==> config.mk <==
export PLATFORM = sky130hd
export DESIGN_NAME = int_to_ascii_radix
export DESIGN_NICKNAME = d
export VERILOG_FILES = /design/src/hw/rtl/itoa_pkg.sv /design/src/hw/rtl/itoa_ram.sv /design/src/hw/rtl/itoa_fifo.sv /design/src/hw/rtl/itoa_front.sv /design/src/hw/rtl/itoa_back.sv /design/src/hw/rtl/int_to_ascii_radix.sv
export SDC_FILE = /design/constraint.sdc
export NUM_CORES = 1
export LEC_CHECK = 0
export ABC_AREA = 1
export BUFFER_PORTS_ARGS = -buffer_cell sky130_fd_sc_hd__buf_2
export CAP_MARGIN = 40
export CELL_PAD_IN_SITES_DETAIL_PLACEMENT = 1
export CELL_PAD_IN_SITES_GLOBAL_PLACEMENT = 2
export CORE_ASPECT_RATIO = 2
export CORE_MARGIN = 1.5
export CORE_UTILIZATION = 37
export DETAILED_ROUTE_END_ITERATION = 12
export GPL_ROUTABILITY_DRIVEN = 0
export GPL_TIMING_DRIVEN = 0
export PLACE_DENSITY_LB_ADDON = 0.1
export SYNTH_ARGS = -nofsm -noshare
export SYNTH_HDL_FRONTEND = slang
export SYNTH_HIERARCHICAL = 1
export SYNTH_SLANG_ARGS = --single-unit
==> constraint.sdc <==
create_clock -name clk_i -period 13.9 [get_ports clk_i]
set_clock_uncertainty 0.05 [all_clocks]
set_input_delay 2.78 -clock clk_i [delete_from_list [all_inputs] [get_ports clk_i]]
set_output_delay 2.78 -clock clk_i [all_outputs]
set_load 0.005 [all_outputs]
==> src/hw/rtl/itoa_pkg.sv <==
// Shared constants, types and helpers for the integer-to-text converter.
`default_nettype none
package itoa_pkg;

  localparam int VALUE_BITS_DEF = 32;
  localparam int MAX_CHARS_DEF  = 33;
  localparam int RADIX_W        = 6;
  localparam int BUFLEN_W       = 7;
  localparam int CHAR_W         = 7;
  localparam int CFG_IDX_W      = 2;
  localparam int CFG_DATA_W     = 8;
  localparam int DIV_STEP       = 8;
  localparam int FIFO_DEPTH     = 2;

  localparam logic [RADIX_W-1:0]  RADIX_MIN  = 6'd2;
  localparam logic [RADIX_W-1:0]  RADIX_MAX  = 6'd36;
  localparam logic [RADIX_W-1:0]  RADIX_RST  = 6'd10;
  localparam logic [RADIX_W-1:0]  DEC_DIGITS = 6'd10;
  localparam logic [BUFLEN_W-1:0] BUFLEN_MIN = 7'd2;
  localparam logic [BUFLEN_W-1:0] BUFLEN_RST = 7'd10;
  localparam logic [CHAR_W-1:0]   MINUS_CODE = 7'h2D;
  localparam logic [CHAR_W-1:0]   ZERO_CODE  = 7'h30;
  localparam logic [CHAR_W-1:0]   ALPHA_CODE = 7'h61;
  localparam logic [CHAR_W-1:0]   NULL_CODE  = 7'h00;

  typedef enum logic [CFG_IDX_W-1:0] {
    CFG_RADIX  = 2'd0,
    CFG_BUFLEN = 2'd1
  } cfg_idx_e;

  typedef struct packed {
    logic [RADIX_W-1:0]  radix;
    logic [BUFLEN_W-1:0] buffer_len;
  } cfg_t;

  typedef struct packed {
    logic bad;
    logic neg;
  } cls_t;

  typedef enum logic [2:0] {
    BK_IDLE,
    BK_DIV,
    BK_CHECK,
    BK_REJ,
    BK_SIGN,
    BK_READ,
    BK_EMIT
  } bk_state_e;

  function automatic logic [CHAR_W-1:0] digit_char(input logic [RADIX_W-1:0] d);
    if (d < DEC_DIGITS) begin
      return ZERO_CODE + CHAR_W'(d);
    end else begin
      return ALPHA_CODE + CHAR_W'(d - DEC_DIGITS);
    end
  endfunction

endpackage
`default_nettype wire

==> src/hw/rtl/itoa_ram.sv <==
// Generic simple dual-port RAM with registered read.
`default_nettype none
module itoa_ram #(
  parameter int WIDTH = 8,
  parameter int DEPTH = 32
) (
  input  wire logic                     clk_i,
  input  wire logic                     we_i,
  input  wire logic [$clog2(DEPTH)-1:0] waddr_i,
  input  wire logic [WIDTH-1:0]         wdata_i,
  input  wire logic [$clog2(DEPTH)-1:0] raddr_i,
  output logic      [WIDTH-1:0]         rdata_o
);

  logic [WIDTH-1:0] mem_q [DEPTH];

  always_ff @(posedge clk_i) begin
    if (we_i) begin
      mem_q[waddr_i] <= wdata_i;
    end
    rdata_o <= mem_q[raddr_i];
  end

endmodule
`default_nettype wire

==> src/hw/rtl/itoa_fifo.sv <==
// Short queue between the front and back parts.
`default_nettype none
module itoa_fifo #(
  parameter int WIDTH = 8,
  parameter int DEPTH = 2
) (
  input  wire logic             clk_i,
  input  wire logic             rst_ni,
  input  wire logic             push_i,
  input  wire logic [WIDTH-1:0] wdata_i,
  output logic                  full_o,
  input  wire logic             pop_i,
  output logic      [WIDTH-1:0] rdata_o,
  output logic                  empty_o
);

  localparam int AW = (DEPTH > 1) ? $clog2(DEPTH) : 1;
  localparam int CW = $clog2(DEPTH + 1);

  logic [WIDTH-1:0] mem_q [DEPTH];
  logic [AW-1:0]    wr_ptr_q, wr_ptr_d, rd_ptr_q, rd_ptr_d;
  logic [CW-1:0]    cnt_q, cnt_d;

  assign full_o  = (cnt_q == CW'(DEPTH));
  assign empty_o = (cnt_q == '0);
  assign rdata_o = mem_q[rd_ptr_q];

  always_comb begin
    wr_ptr_d = wr_ptr_q;
    rd_ptr_d = rd_ptr_q;
    cnt_d    = cnt_q;
    if (push_i) begin
      wr_ptr_d = (wr_ptr_q == AW'(DEPTH - 1)) ? '0 : wr_ptr_q + AW'(1);
    end
    if (pop_i) begin
      rd_ptr_d = (rd_ptr_q == AW'(DEPTH - 1)) ? '0 : rd_ptr_q + AW'(1);
    end
    if (push_i && !pop_i) begin
      cnt_d = cnt_q + CW'(1);
    end else if (pop_i && !push_i) begin
      cnt_d = cnt_q - CW'(1);
    end
  end

  always_ff @(posedge clk_i or negedge rst_ni) begin
    if (!rst_ni) begin
      wr_ptr_q <= '0;
      rd_ptr_q <= '0;
      cnt_q    <= '0;
    end else begin
      wr_ptr_q <= wr_ptr_d;
      rd_ptr_q <= rd_ptr_d;
      cnt_q    <= cnt_d;
    end
  end

  always_ff @(posedge clk_i) begin
    if (push_i) begin
      mem_q[wr_ptr_q] <= wdata_i;
    end
  end

endmodule
`default_nettype wire

==> src/hw/rtl/itoa_front.sv <==
// Front part: configuration registers, input acceptance, sign and range checks.
`default_nettype none
module itoa_front #(
  parameter int VALUE_BITS = itoa_pkg::VALUE_BITS_DEF
) (
  input  wire logic                            clk_i,
  input  wire logic                            rst_ni,
  input  wire logic                            cfg_valid_i,
  output logic                                 cfg_ready_o,
  input  wire logic [itoa_pkg::CFG_IDX_W-1:0]  cfg_index_i,
  input  wire logic [itoa_pkg::CFG_DATA_W-1:0] cfg_data_i,
  input  wire logic                            in_valid_i,
  output logic                                 in_stall_o,
  input  wire logic [VALUE_BITS-1:0]           value_i,
  output itoa_pkg::cfg_t                       cfg_o,
  output logic                                 push_o,
  output logic      [VALUE_BITS-1:0]           push_mag_o,
  output itoa_pkg::cls_t                       push_cls_o,
  input  wire logic                            full_i
);
  import itoa_pkg::*;

  logic [RADIX_W-1:0]  radix_q;
  logic [BUFLEN_W-1:0] buffer_len_q;
  logic                cfg_we;

  assign cfg_ready_o = 1'b1;
  assign cfg_we      = cfg_valid_i && cfg_ready_o;

  always_ff @(posedge clk_i or negedge rst_ni) begin
    if (!rst_ni) begin
      radix_q      <= RADIX_RST;
      buffer_len_q <= BUFLEN_RST;
    end else if (cfg_we) begin
      if (cfg_index_i == CFG_RADIX) begin
        radix_q <= cfg_data_i[RADIX_W-1:0];
      end else if (cfg_index_i == CFG_BUFLEN) begin
        buffer_len_q <= cfg_data_i[BUFLEN_W-1:0];
      end
    end
  end

  assign cfg_o.radix      = radix_q;
  assign cfg_o.buffer_len = buffer_len_q;

  assign in_stall_o = full_i;
  assign push_o     = in_valid_i && !full_i;

  assign push_cls_o.neg = value_i[VALUE_BITS-1];
  assign push_cls_o.bad = (radix_q < RADIX_MIN) || (radix_q > RADIX_MAX) ||
                          (buffer_len_q < BUFLEN_MIN);
  // two's complement magnitude; the most negative value maps to 2^(n-1)
  assign push_mag_o = value_i[VALUE_BITS-1] ? (~value_i + VALUE_BITS'(1)) : value_i;

endmodule
`default_nettype wire

==> src/hw/rtl/itoa_back.sv <==
// Back part: digit extraction by shared serial divider, fit check and character output.
`default_nettype none
module itoa_back #(
  parameter int VALUE_BITS = itoa_pkg::VALUE_BITS_DEF,
  parameter int MAX_CHARS  = itoa_pkg::MAX_CHARS_DEF
) (
  input  wire logic                          clk_i,
  input  wire logic                          rst_ni,
  input  wire itoa_pkg::cfg_t                cfg_i,
  input  wire logic                          empty_i,
  output logic                               pop_o,
  input  wire logic [VALUE_BITS-1:0]         mag_i,
  input  wire itoa_pkg::cls_t                cls_i,
  output logic                               out_valid_o,
  input  wire logic                          out_stall_i,
  output logic      [itoa_pkg::CHAR_W-1:0]   char_code_o,
  output logic                               last_o,
  output logic                               rejected_o
);
  import itoa_pkg::*;

  localparam int Chunks = (VALUE_BITS + DIV_STEP - 1) / DIV_STEP;
  localparam int DivW   = Chunks * DIV_STEP;
  localparam int CkW    = (Chunks > 1) ? $clog2(Chunks) : 1;
  localparam int AW     = $clog2(VALUE_BITS);
  localparam int CntW   = $clog2(VALUE_BITS + 1);
  localparam int CmpW   = CntW + BUFLEN_W + 2;

  bk_state_e            state_q, state_d;
  logic [DivW-1:0]      quo_q, quo_d, quo_sh;
  logic [RADIX_W-1:0]   rem_q, rem_d, rem_w;
  logic [RADIX_W:0]     part;
  logic [DIV_STEP-1:0]  qbits;
  logic [CkW-1:0]       ck_q, ck_d;
  logic [CntW-1:0]      ndig_q, ndig_d;
  logic                 neg_q, neg_d;
  logic [AW-1:0]        rd_ptr_q, rd_ptr_d;
  logic [CmpW-1:0]      total;
  logic                 we;
  logic [RADIX_W-1:0]   rdata;
  logic                 slot_free;
  logic                 out_valid_q, out_valid_d;
  logic [CHAR_W-1:0]    code_q, code_d;
  logic                 last_q, last_d, rej_q, rej_d;

  itoa_ram #(
    .WIDTH(RADIX_W),
    .DEPTH(VALUE_BITS)
  ) u_digits (
    .clk_i  (clk_i),
    .we_i   (we),
    .waddr_i(ndig_q[AW-1:0]),
    .wdata_i(rem_w),
    .raddr_i(rd_ptr_q),
    .rdata_o(rdata)
  );

  // eight restoring-division steps per cycle on the narrow remainder
  always_comb begin
    rem_w = rem_q;
    part  = '0;
    qbits = '0;
    for (int i = 0; i < DIV_STEP; i++) begin
      part = {rem_w, quo_q[DivW-1-i]};
      if (part >= {1'b0, cfg_i.radix}) begin
        part = part - {1'b0, cfg_i.radix};
        qbits[DIV_STEP-1-i] = 1'b1;
      end
      rem_w = part[RADIX_W-1:0];
    end
    quo_sh = (quo_q << DIV_STEP) | DivW'(qbits);
  end

  assign slot_free = !out_valid_q || !out_stall_i;
  assign total     = CmpW'(ndig_q) + CmpW'(neg_q);

  always_comb begin
    state_d     = state_q;
    quo_d       = quo_q;
    rem_d       = rem_q;
    ck_d        = ck_q;
    ndig_d      = ndig_q;
    neg_d       = neg_q;
    rd_ptr_d    = rd_ptr_q;
    pop_o       = 1'b0;
    we          = 1'b0;
    out_valid_d = out_valid_q && out_stall_i;
    code_d      = code_q;
    last_d      = last_q;
    rej_d       = rej_q;
    case (state_q)
      BK_IDLE: begin
        if (!empty_i) begin
          pop_o  = 1'b1;
          quo_d  = DivW'(mag_i);
          rem_d  = '0;
          ck_d   = '0;
          ndig_d = '0;
          neg_d  = cls_i.neg;
          state_d = cls_i.bad ? BK_REJ : BK_DIV;
        end
      end
      BK_DIV: begin
        quo_d = quo_sh;
        rem_d = rem_w;
        ck_d  = ck_q + CkW'(1);
        if (ck_q == CkW'(Chunks - 1)) begin
          we     = 1'b1;
          ndig_d = ndig_q + CntW'(1);
          rem_d  = '0;
          ck_d   = '0;
          if (quo_sh == '0) begin
            state_d = BK_CHECK;
          end
        end
      end
      BK_CHECK: begin
        rd_ptr_d = AW'(ndig_q - CntW'(1));
        if ((total + CmpW'(1) > CmpW'(cfg_i.buffer_len)) || (total > CmpW'(MAX_CHARS))) begin
          state_d = BK_REJ;
        end else if (neg_q) begin
          state_d = BK_SIGN;
        end else begin
          state_d = BK_READ;
        end
      end
      BK_REJ: begin
        if (slot_free) begin
          out_valid_d = 1'b1;
          code_d      = NULL_CODE;
          last_d      = 1'b1;
          rej_d       = 1'b1;
          state_d     = BK_IDLE;
        end
      end
      BK_SIGN: begin
        if (slot_free) begin
          out_valid_d = 1'b1;
          code_d      = MINUS_CODE;
          last_d      = 1'b0;
          rej_d       = 1'b0;
          state_d     = BK_READ;
        end
      end
      BK_READ: begin
        state_d = BK_EMIT;
      end
      BK_EMIT: begin
        if (slot_free) begin
          out_valid_d = 1'b1;
          code_d      = digit_char(rdata);
          last_d      = (rd_ptr_q == '0);
          rej_d       = 1'b0;
          if (rd_ptr_q == '0) begin
            state_d = BK_IDLE;
          end else begin
            rd_ptr_d = rd_ptr_q - AW'(1);
            state_d  = BK_READ;
          end
        end
      end
      default: begin
        state_d = BK_IDLE;
      end
    endcase
  end

  always_ff @(posedge clk_i or negedge rst_ni) begin
    if (!rst_ni) begin
      state_q     <= BK_IDLE;
      out_valid_q <= 1'b0;
      ck_q        <= '0;
      ndig_q      <= '0;
    end else begin
      state_q     <= state_d;
      out_valid_q <= out_valid_d;
      ck_q        <= ck_d;
      ndig_q      <= ndig_d;
    end
  end

  always_ff @(posedge clk_i) begin
    quo_q    <= quo_d;
    rem_q    <= rem_d;
    neg_q    <= neg_d;
    rd_ptr_q <= rd_ptr_d;
    code_q   <= code_d;
    last_q   <= last_d;
    rej_q    <= rej_d;
  end

  assign out_valid_o = out_valid_q;
  assign char_code_o = code_q;
  assign last_o      = last_q;
  assign rejected_o  = rej_q;

endmodule
`default_nettype wire

==> src/hw/rtl/int_to_ascii_radix.sv <==
// Integer-to-text converter top level, radix 2 to 36.
//
// Input channel (in_valid_i / in_stall_o / value_i): one signed integer per beat.
// Output channel (out_valid_o / out_stall_i): one ASCII character per beat, most
// significant first, optional leading '-', last_o on the final character.
// A failed radix, buffer length or fit check gives one beat with rejected_o set,
// char_code_o zero and last_o set.
// Configuration (cfg_valid_i / cfg_ready_o): index 0 radix, index 1 buffer length;
// ready is always high; the user writes only while the block is idle (unenforced).
// Each digit comes from the serial divider, eight remainder steps per cycle;
// then the fit check, and each emitted digit passes a READ and an EMIT state
// for the digit RAM's registered read.
// A two-entry queue lets further inputs be taken while the back end works.
// Reset sets radix 10 and buffer length 10 and empties queue and output register.
// While the receiver stalls, the output beat holds and the back end waits to emit.
`default_nettype none
module int_to_ascii_radix #(
  parameter int VALUE_BITS = itoa_pkg::VALUE_BITS_DEF,
  parameter int MAX_CHARS  = itoa_pkg::MAX_CHARS_DEF
) (
  input  wire logic                            clk_i,
  input  wire logic                            rst_ni,
  input  wire logic                            cfg_valid_i,
  output logic                                 cfg_ready_o,
  input  wire logic [itoa_pkg::CFG_IDX_W-1:0]  cfg_index_i,
  input  wire logic [itoa_pkg::CFG_DATA_W-1:0] cfg_data_i,
  input  wire logic                            in_valid_i,
  output logic                                 in_stall_o,
  input  wire logic [VALUE_BITS-1:0]           value_i,
  output logic                                 out_valid_o,
  input  wire logic                            out_stall_i,
  output logic      [itoa_pkg::CHAR_W-1:0]     char_code_o,
  output logic                                 last_o,
  output logic                                 rejected_o
);
  import itoa_pkg::*;

  localparam int QW = VALUE_BITS + $bits(cls_t);

  cfg_t                  cfg;
  logic                  push, pop, full, empty;
  logic [VALUE_BITS-1:0] push_mag, pop_mag;
  cls_t                  push_cls, pop_cls;
  logic [QW-1:0]         q_rdata;

  itoa_front #(
    .VALUE_BITS(VALUE_BITS)
  ) u_front (
    .clk_i      (clk_i),
    .rst_ni     (rst_ni),
    .cfg_valid_i(cfg_valid_i),
    .cfg_ready_o(cfg_ready_o),
    .cfg_index_i(cfg_index_i),
    .cfg_data_i (cfg_data_i),
    .in_valid_i (in_valid_i),
    .in_stall_o (in_stall_o),
    .value_i    (value_i),
    .cfg_o      (cfg),
    .push_o     (push),
    .push_mag_o (push_mag),
    .push_cls_o (push_cls),
    .full_i     (full)
  );

  itoa_fifo #(
    .WIDTH(QW),
    .DEPTH(FIFO_DEPTH)
  ) u_queue (
    .clk_i  (clk_i),
    .rst_ni (rst_ni),
    .push_i (push),
    .wdata_i({push_cls, push_mag}),
    .full_o (full),
    .pop_i  (pop),
    .rdata_o(q_rdata),
    .empty_o(empty)
  );

  assign pop_mag = q_rdata[VALUE_BITS-1:0];
  assign pop_cls = q_rdata[QW-1:VALUE_BITS];

  itoa_back #(
    .VALUE_BITS(VALUE_BITS),
    .MAX_CHARS (MAX_CHARS)
  ) u_back (
    .clk_i      (clk_i),
    .rst_ni     (rst_ni),
    .cfg_i      (cfg),
    .empty_i    (empty),
    .pop_o      (pop),
    .mag_i      (pop_mag),
    .cls_i      (pop_cls),
    .out_valid_o(out_valid_o),
    .out_stall_i(out_stall_i),
    .char_code_o(char_code_o),
    .last_o     (last_o),
    .rejected_o (rejected_o)
  );

endmodule
`default_nettype wire
# [Word-level counts from Yosys, hierarchy flattened]
# Memories as Yosys holds them, arrays and structs flattened. A register that Yosys moved wholly into a read port is not among the register bits.
# Index checks and enable logic that the tools add are counted.
[totals] ff_bits=82 ram_bits=260 in_bits=47 out_inout_bits=12 word_cells=174 memories=2
[op_classes] addsub=22 order_cmp=14 eq_ne=17 n_mux=65 bitwise=4 n_reduce_logical=34
[memory_table] name="u_back.u_digits.mem_q" depth=32 word_bits=6 rd=1 rd_ports_with_merged_regs=1 wr=1 line_no="itoa_ram.sv:15" text="logic [WIDTH-1:0] mem_q [DEPTH];"
[memory_table] name="u_queue.mem_q" depth=2 word_bits=34 rd=1 rd_ports_with_merged_regs=0 wr=1 line_no="itoa_fifo.sv:20" text="logic [WIDTH-1:0] mem_q [DEPTH];"
[ops] operator="$mux 6" count=11
[ops] operator="$mux 32" count=2
[ops] operator="$pmux 32 s2" count=1
[ops] operator="$ge 7x6->1" count=8
[ops] operator="$sub 6x6->6" count=8
[ops] operator="$add 32x1->32 const B" count=1
[ops] operator="$logic_not 32->1" count=1
[ops] operator="$not 32->32" count=1
[ops] operator="$or 32x8->32" count=1
[ops] operator="$mux 7" count=4
[ops] operator="$mux 1" count=24
[ops] operator="$mux 3" count=8
[ops] operator="$pmux 6 s2" count=2
[ops] operator="$pmux 3 s7" count=1
[ops] operator="$pmux 7 s3" count=1
[ops] operator="$add 15x1->15 const B" count=1
[ops] operator="$gt 15x6->1 const B" count=1
[ops] operator="$gt 15x7->1" count=1
[ops] operator="$ne 2x1->1 const B" count=6
[ops] operator="$reduce_and 3->1" count=4
[ops] operator="$mux 2" count=5
[ops] operator="$mux 5" count=2
[ops] operator="$pmux 5 s2" count=1
[ops] operator="$sub 5x1->5 const B" count=2
[ops] operator="35 further kinds" count=59

# [Logic depth before layout (Yosys ltp)]
[logic_depth] word_depth=21 mapped_depth=88 mapped_depth_nobuf=85

# [Modules after synthesis]
# The synthesis kept the hierarchy.
[by_module_without_submodules] module="itoa_ram" instances=1 cells_each=704 area_each_um2=8077.7 seq_area_each_um2=5885.6
[by_module_without_submodules] module="itoa_back" instances=1 cells_each=828 area_each_um2=6236.0 seq_area_each_um2=1891.8
[by_module_without_submodules] module="itoa_fifo" instances=1 cells_each=131 area_each_um2=2811.4 seq_area_each_um2=2142.1
[by_module_without_submodules] module="itoa_front" instances=1 cells_each=289 area_each_um2=1614.0 seq_area_each_um2=330.3

# [Worst setup path after synthesis]
# No wires, ideal clock.
[synth_timing] kind="reg-to-reg" from="register u_front.radix_q[1]" to="memory u_back/u_digits/mem_q[0][4] (netlist bit) (data pin)" setup_time_ps=392 arrival_time_ps=12572 required_time_ps=13458 setup_slack_ps=886 stages_incl_launch_ff=83 n_path_buf=3 synth_period_minus_slack_ps=13014 cell_sequence="dfstp_2 > inv_1 > ha_1 > nand2_1 > nor2_1 > nand2_1 > nand3_2 > buf_6 > nand2_1 > o21a_1 > inv_1 > ha_1 > a21oi_1 > nand2_1 > nand3_1 > nand2_1 > a21oi_2 > nand2_2 > (+47 left out) > o21ai_0 > a21oi_1 > o21bai_1 > a221oi_1 > nand3_2 > buf_6 > o21ai_1 > inv_1 > ha_1 > a21oi_1 > nand2_1 > a21oi_1 > inv_1 > a21oi_1 > o21a_1 > nand3_4 > nand2_1 > nand2_1"
[synth_between] elab_chain_cells=16 elab_cells_between_ends=24 classes_between="add/sub (8); order compare (8); mux (8)"
[synth_rtl] element="from (decl)" line_no="itoa_front.sv:23" text="logic [RADIX_W-1:0] radix_q;"
[synth_rtl] element="from (signal assigned)" line_no="itoa_front.sv:36" text="radix_q <= cfg_data_i[RADIX_W-1:0];"
[synth_rtl] element="$sub 6x6->6 / $ge 7x6->1 (equally long branches)" line_no="itoa_back.sv:66, itoa_back.sv:65"
[synth_rtl] element="$mux 6" line_no="itoa_back.sv:65" text="if (part >= {1'b0, cfg_i.radix}) begin"
[synth_rtl] element="$sub 6x6->6 / $ge 7x6->1 (equally long branches)" line_no="itoa_back.sv:66, itoa_back.sv:65"
[synth_rtl] element="$mux 6" line_no="itoa_back.sv:65"
[synth_rtl] element="$sub 6x6->6 / $ge 7x6->1 (equally long branches)" line_no="itoa_back.sv:66, itoa_back.sv:65"
[synth_rtl] element="$mux 6" line_no="itoa_back.sv:65"
[synth_rtl] element="$sub 6x6->6 / $ge 7x6->1 (equally long branches)" line_no="itoa_back.sv:66, itoa_back.sv:65"
[synth_rtl] element="$mux 6" line_no="itoa_back.sv:65"
[synth_rtl] element="$sub 6x6->6 / $ge 7x6->1 (equally long branches)" line_no="itoa_back.sv:66, itoa_back.sv:65"
[synth_rtl] element="$mux 6" line_no="itoa_back.sv:65"
[synth_rtl] element="$ge 7x6->1 / $sub 6x6->6 (equally long branches)" line_no="itoa_back.sv:65, itoa_back.sv:66"
[synth_rtl] element="$mux 6" line_no="itoa_back.sv:65"
[synth_rtl] element="$sub 6x6->6 / $ge 7x6->1 (equally long branches)" line_no="itoa_back.sv:66, itoa_back.sv:65"
[synth_rtl] element="$mux 6" line_no="itoa_back.sv:65"
[synth_rtl] element="$sub 6x6->6 / $ge 7x6->1 (equally long branches)" line_no="itoa_back.sv:66, itoa_back.sv:65"
[synth_rtl] element="$mux 6 (*)" line_no="itoa_back.sv:65"
[synth_rtl] element="via u_back.part[4]" line_no="itoa_back.sv:32" text="logic [RADIX_W:0] part;"
[synth_rtl] element="to (decl)" line_no="itoa_ram.sv:15"
# The timed path passes the listed nets; every way through them passes the cells marked *.

# [Final worst setup path]
[layout_timing] from="register u_front.radix_q[1]" to="memory u_back/u_digits/mem_q[22][2] (netlist bit) (data pin)"
# Same word-level chain as after synthesis.

==> results.toml <==
[synth]
synth_async_sr_flop_share = 0.0833
yosysUniqueCellTypes = 60
netlist.area_leader.share = 0.502
synth-main-ff-cell = "edfxtp_1"
synth_sequential_area_ratio = 0.547
postSynthCellCount = 1952
yosys.cell_count.top_type = "nand2_1"
synth_fp_nets = 2075
synth_enable_flop_cells = 313
yosys_register_bits = 348
synthesis.yosys.warnings = 6
synthesis.area_um2 = 18700
synth.largest_area_cell = "edfxtp_1"
synth.cells.most_frequent = "nand2_1, edfxtp_1, nand3_1"
synth.top_cells.by_area = "edfxtp_1, nand2_1, nand3_1, ha_1, inv_1"
syn_avg_cell_area_um2 = 9.60

[placed_design]
hpwl_mm = 46.3
portBuffers = 55
placedCellCount = 2665
placement.setup.worst_slack_ns = -2.75

[worst_setup_path]
regToRegSetupSlack_ns = 0.81
crit_path_dat_ns = 13.35
rr_worst_depth = 83
critPathCaptureType = "flip-flop"
cp_data_required_time_ns = 14.16
cp-start-kind = "flip-flop"
kind_of_critical_path = "flip-flop to flip-flop"
r2r-start = "u_front/radix_q[1]$_DFFE_PN1P_"
worst_path_largest_cell_delay_ns = 0.66
path_common_cell = "nand2_1"
worst_r2r_endpoint = "u_back/u_digits/mem_q[22][2]$_DFFE_PP_"
critPathSlowestCell = "dfstp_4"
crit_path_max_fanout = 24

[die]
floorplan.initialDensity = 0.374
core_region_area_um2 = 50100
die_w_um = 162
placement_rows = 116
design.die.area_um2 = 52100
dieHeight_um = 321
design.portCount = 59

[clock_tree]
clock-sinks = 348
path_clk_slew_ns = 0.07
ctsLongestPathBuffers = 3
cts.htree.levels = 1
tritoncts.num_buffers = 31
cts-hold-fix-buffers = 0
clock_tree.root_cell = "clkbuf_16"
clock_insertion_delay_worst_skew_ns = 0.59
cts_tree = "built"

[finish]
layout.nets = 2205
drive_gt1_frac = 0.160
post_layout_cell_count = 2756
synthToLayoutAreaGrowth_pct = 15.4
antenna_cells_inserted = 0

[global_route]
antenna_found_initial = 0
maximum_number_of_pins_on_one_net_before_global_route_repair = 39
first_global_vias = 15063
grt_first_pass_wirelength_mm = 87.1
overflow = 0
track_usage = 0.226

[drt]
drtIter0Drc = 593
route.antenna.remaining_nets = 0
drt-total-wl_mm = 57.9
dr_total_vias = 13892
detail_route.vias_per_cell = 5.04
routedWlPerCell_um = 21.0
detail_route.first_pass.iterations = 4
drc = 0

[sta]
setup_viol = 0
maxSlewHeadroom = 0.408
final-max-slew-violation-count = 0
worst_slack_ns = 0.811
slew_of_the_pin_with_the_lowest_slew_margin_ns = 0.888
setup_total_negative_slack_ns = 0
final.period_utilization = 0.942
tmin_final_ns = 13.09
max_freq_ghz = 0.0764
hold_violations = 0

[min_path]
hold-path-cell-count = 2
timing.hold.worst_endpoint = "u_front/buffer_len_q[0]$_DFFE_PN0P_"
startpoint_of_the_worst_hold_path = "u_front/buffer_len_q[0]$_DFFE_PN0P_"
min-delay-path-class = "flip-flop to flip-flop"

[run]
drv_cap = 0

[status]
outcome = "completed"
## cell usage in the layout (no fill, tap or decap), types with 9 or more instances in the layout
cell / n
nand2_1: 574
edfxtp_1: 313
nand3_1: 216
inv_1: 184
nor2_1: 126
buf_2: 77
o21ai_0: 65
ha_1: 61
buf_4: 40
a21oi_1: 34
clkbuf_16: 31
xor2_1: 30
mux2_4: 29
dfrtp_1: 25
xnor2_1: 24
nand2_2: 22
clkbuf_1: 20
o21ai_2: 14
clkinvlp_4: 13
nand4_1: 12
nor2_2: 12
a21oi_2: 10
buf_6: 9
o21ai_1: 9
## worst max path at each step
stage	from	endpoint	slack, ns	cells past startpoint
floorplan	u_front/radix_q[1]$_DFFE_PN1P_	u_back/u_digits/mem_q[0][4]$_DFFE_PP_	0.89	82
global placement	u_front/radix_q[1]$_DFFE_PN1P_	u_back/u_digits/mem_q[26][0]$_DFFE_PP_	-2.67	79
detailed placement	u_front/radix_q[1]$_DFFE_PN1P_	u_back/u_digits/mem_q[8][0]$_DFFE_PP_	-2.75	81
CTS	u_front/radix_q[1]$_DFFE_PN1P_	u_back/u_digits/mem_q[10][2]$_DFFE_PP_	0.05	86
global route	u_front/radix_q[1]$_DFFE_PN1P_	u_back/u_digits/mem_q[10][1]$_DFFE_PP_	-0.20	83
finish	u_front/radix_q[1]$_DFFE_PN1P_	u_back/u_digits/mem_q[22][2]$_DFFE_PP_	0.81	83
## logic make-up (layout without fill, tap and decap cells)
kind of cell,after synthesis,count (layout),share of synthesized area
adder cells (fa/ha/maj),76,76,0.0539
flip-flops,348,348,0.547
AND/OR/NAND/NOR,1003,1003,0.232
other,1,1,0.000200
buffers and inverters,266,421,0.0637
XOR/XNOR,54,54,0.0252
multiplexers,36,36,0.0274
AO/OA/AOI/OAI,168,168,0.0503
## state kept, by name (all words and copies together), names as in the netlist, 6 cells and up
name and cells:
u_front/buffer_len_q 7, u_back/char_code_o 7, u_back/quo_q 32, u_front/radix_q 6, u_queue/mem_q 68, u_back/u_digits/rdata_o 6
u_back/ndig_q 6, u_back/rem_q 6, u_back/u_digits/mem_q 192
## metrics by stage
stage	cell area, um^2	hold WS [ns]	utilization
6_report	21600	0.459	0.432
5_1_grt	21600	0.485	0.432
4_1_cts	21400	0.466	0.428
3_5_place_dp	20100	0.444	0.401
3_3_place_gp	19800	0.427	0.396
2_1_floorplan	18700	0.409	-
## cell type report
class                   instances  area (um^2)
fillers                      5756        28400
flip-flops and latches        348        10300
multi-input cells            1338         7510
clock buffers                  38          832
inverters                     203          816
well taps                     649          812
repair buffers                 97          772
plain buffers                  63          429
clock inverters                20          205
## worst max-delay path, delay by kind of cell (launching register included)
family	cells	cell delay, ns
buf+inv	15	1.80
simple gates	26	2.75
fa+ha+maj	8	2.29
flops	1	0.66
compound gates	34	5.19
## metal layers
layer	vias up	share of wire	GRT usage
li1	6811	-	-
met4	0	0.058	0.123
met5	-	0	0
met3	109	0.018	0.0165
met1	6770	0.31	0.192
met2	202	0.61	0.491
## timing repair
action / in CTS / in global routing
pin swaps: 14 / 14
resized for setup: 40 / 29
endpoints found under the setup margin: 203 / 202
buffers inserted: 23 / 10
Power is left out: the tool's default activity adds up to more than one toggle a clock period on the data nets, which glitch-free logic cannot reach.
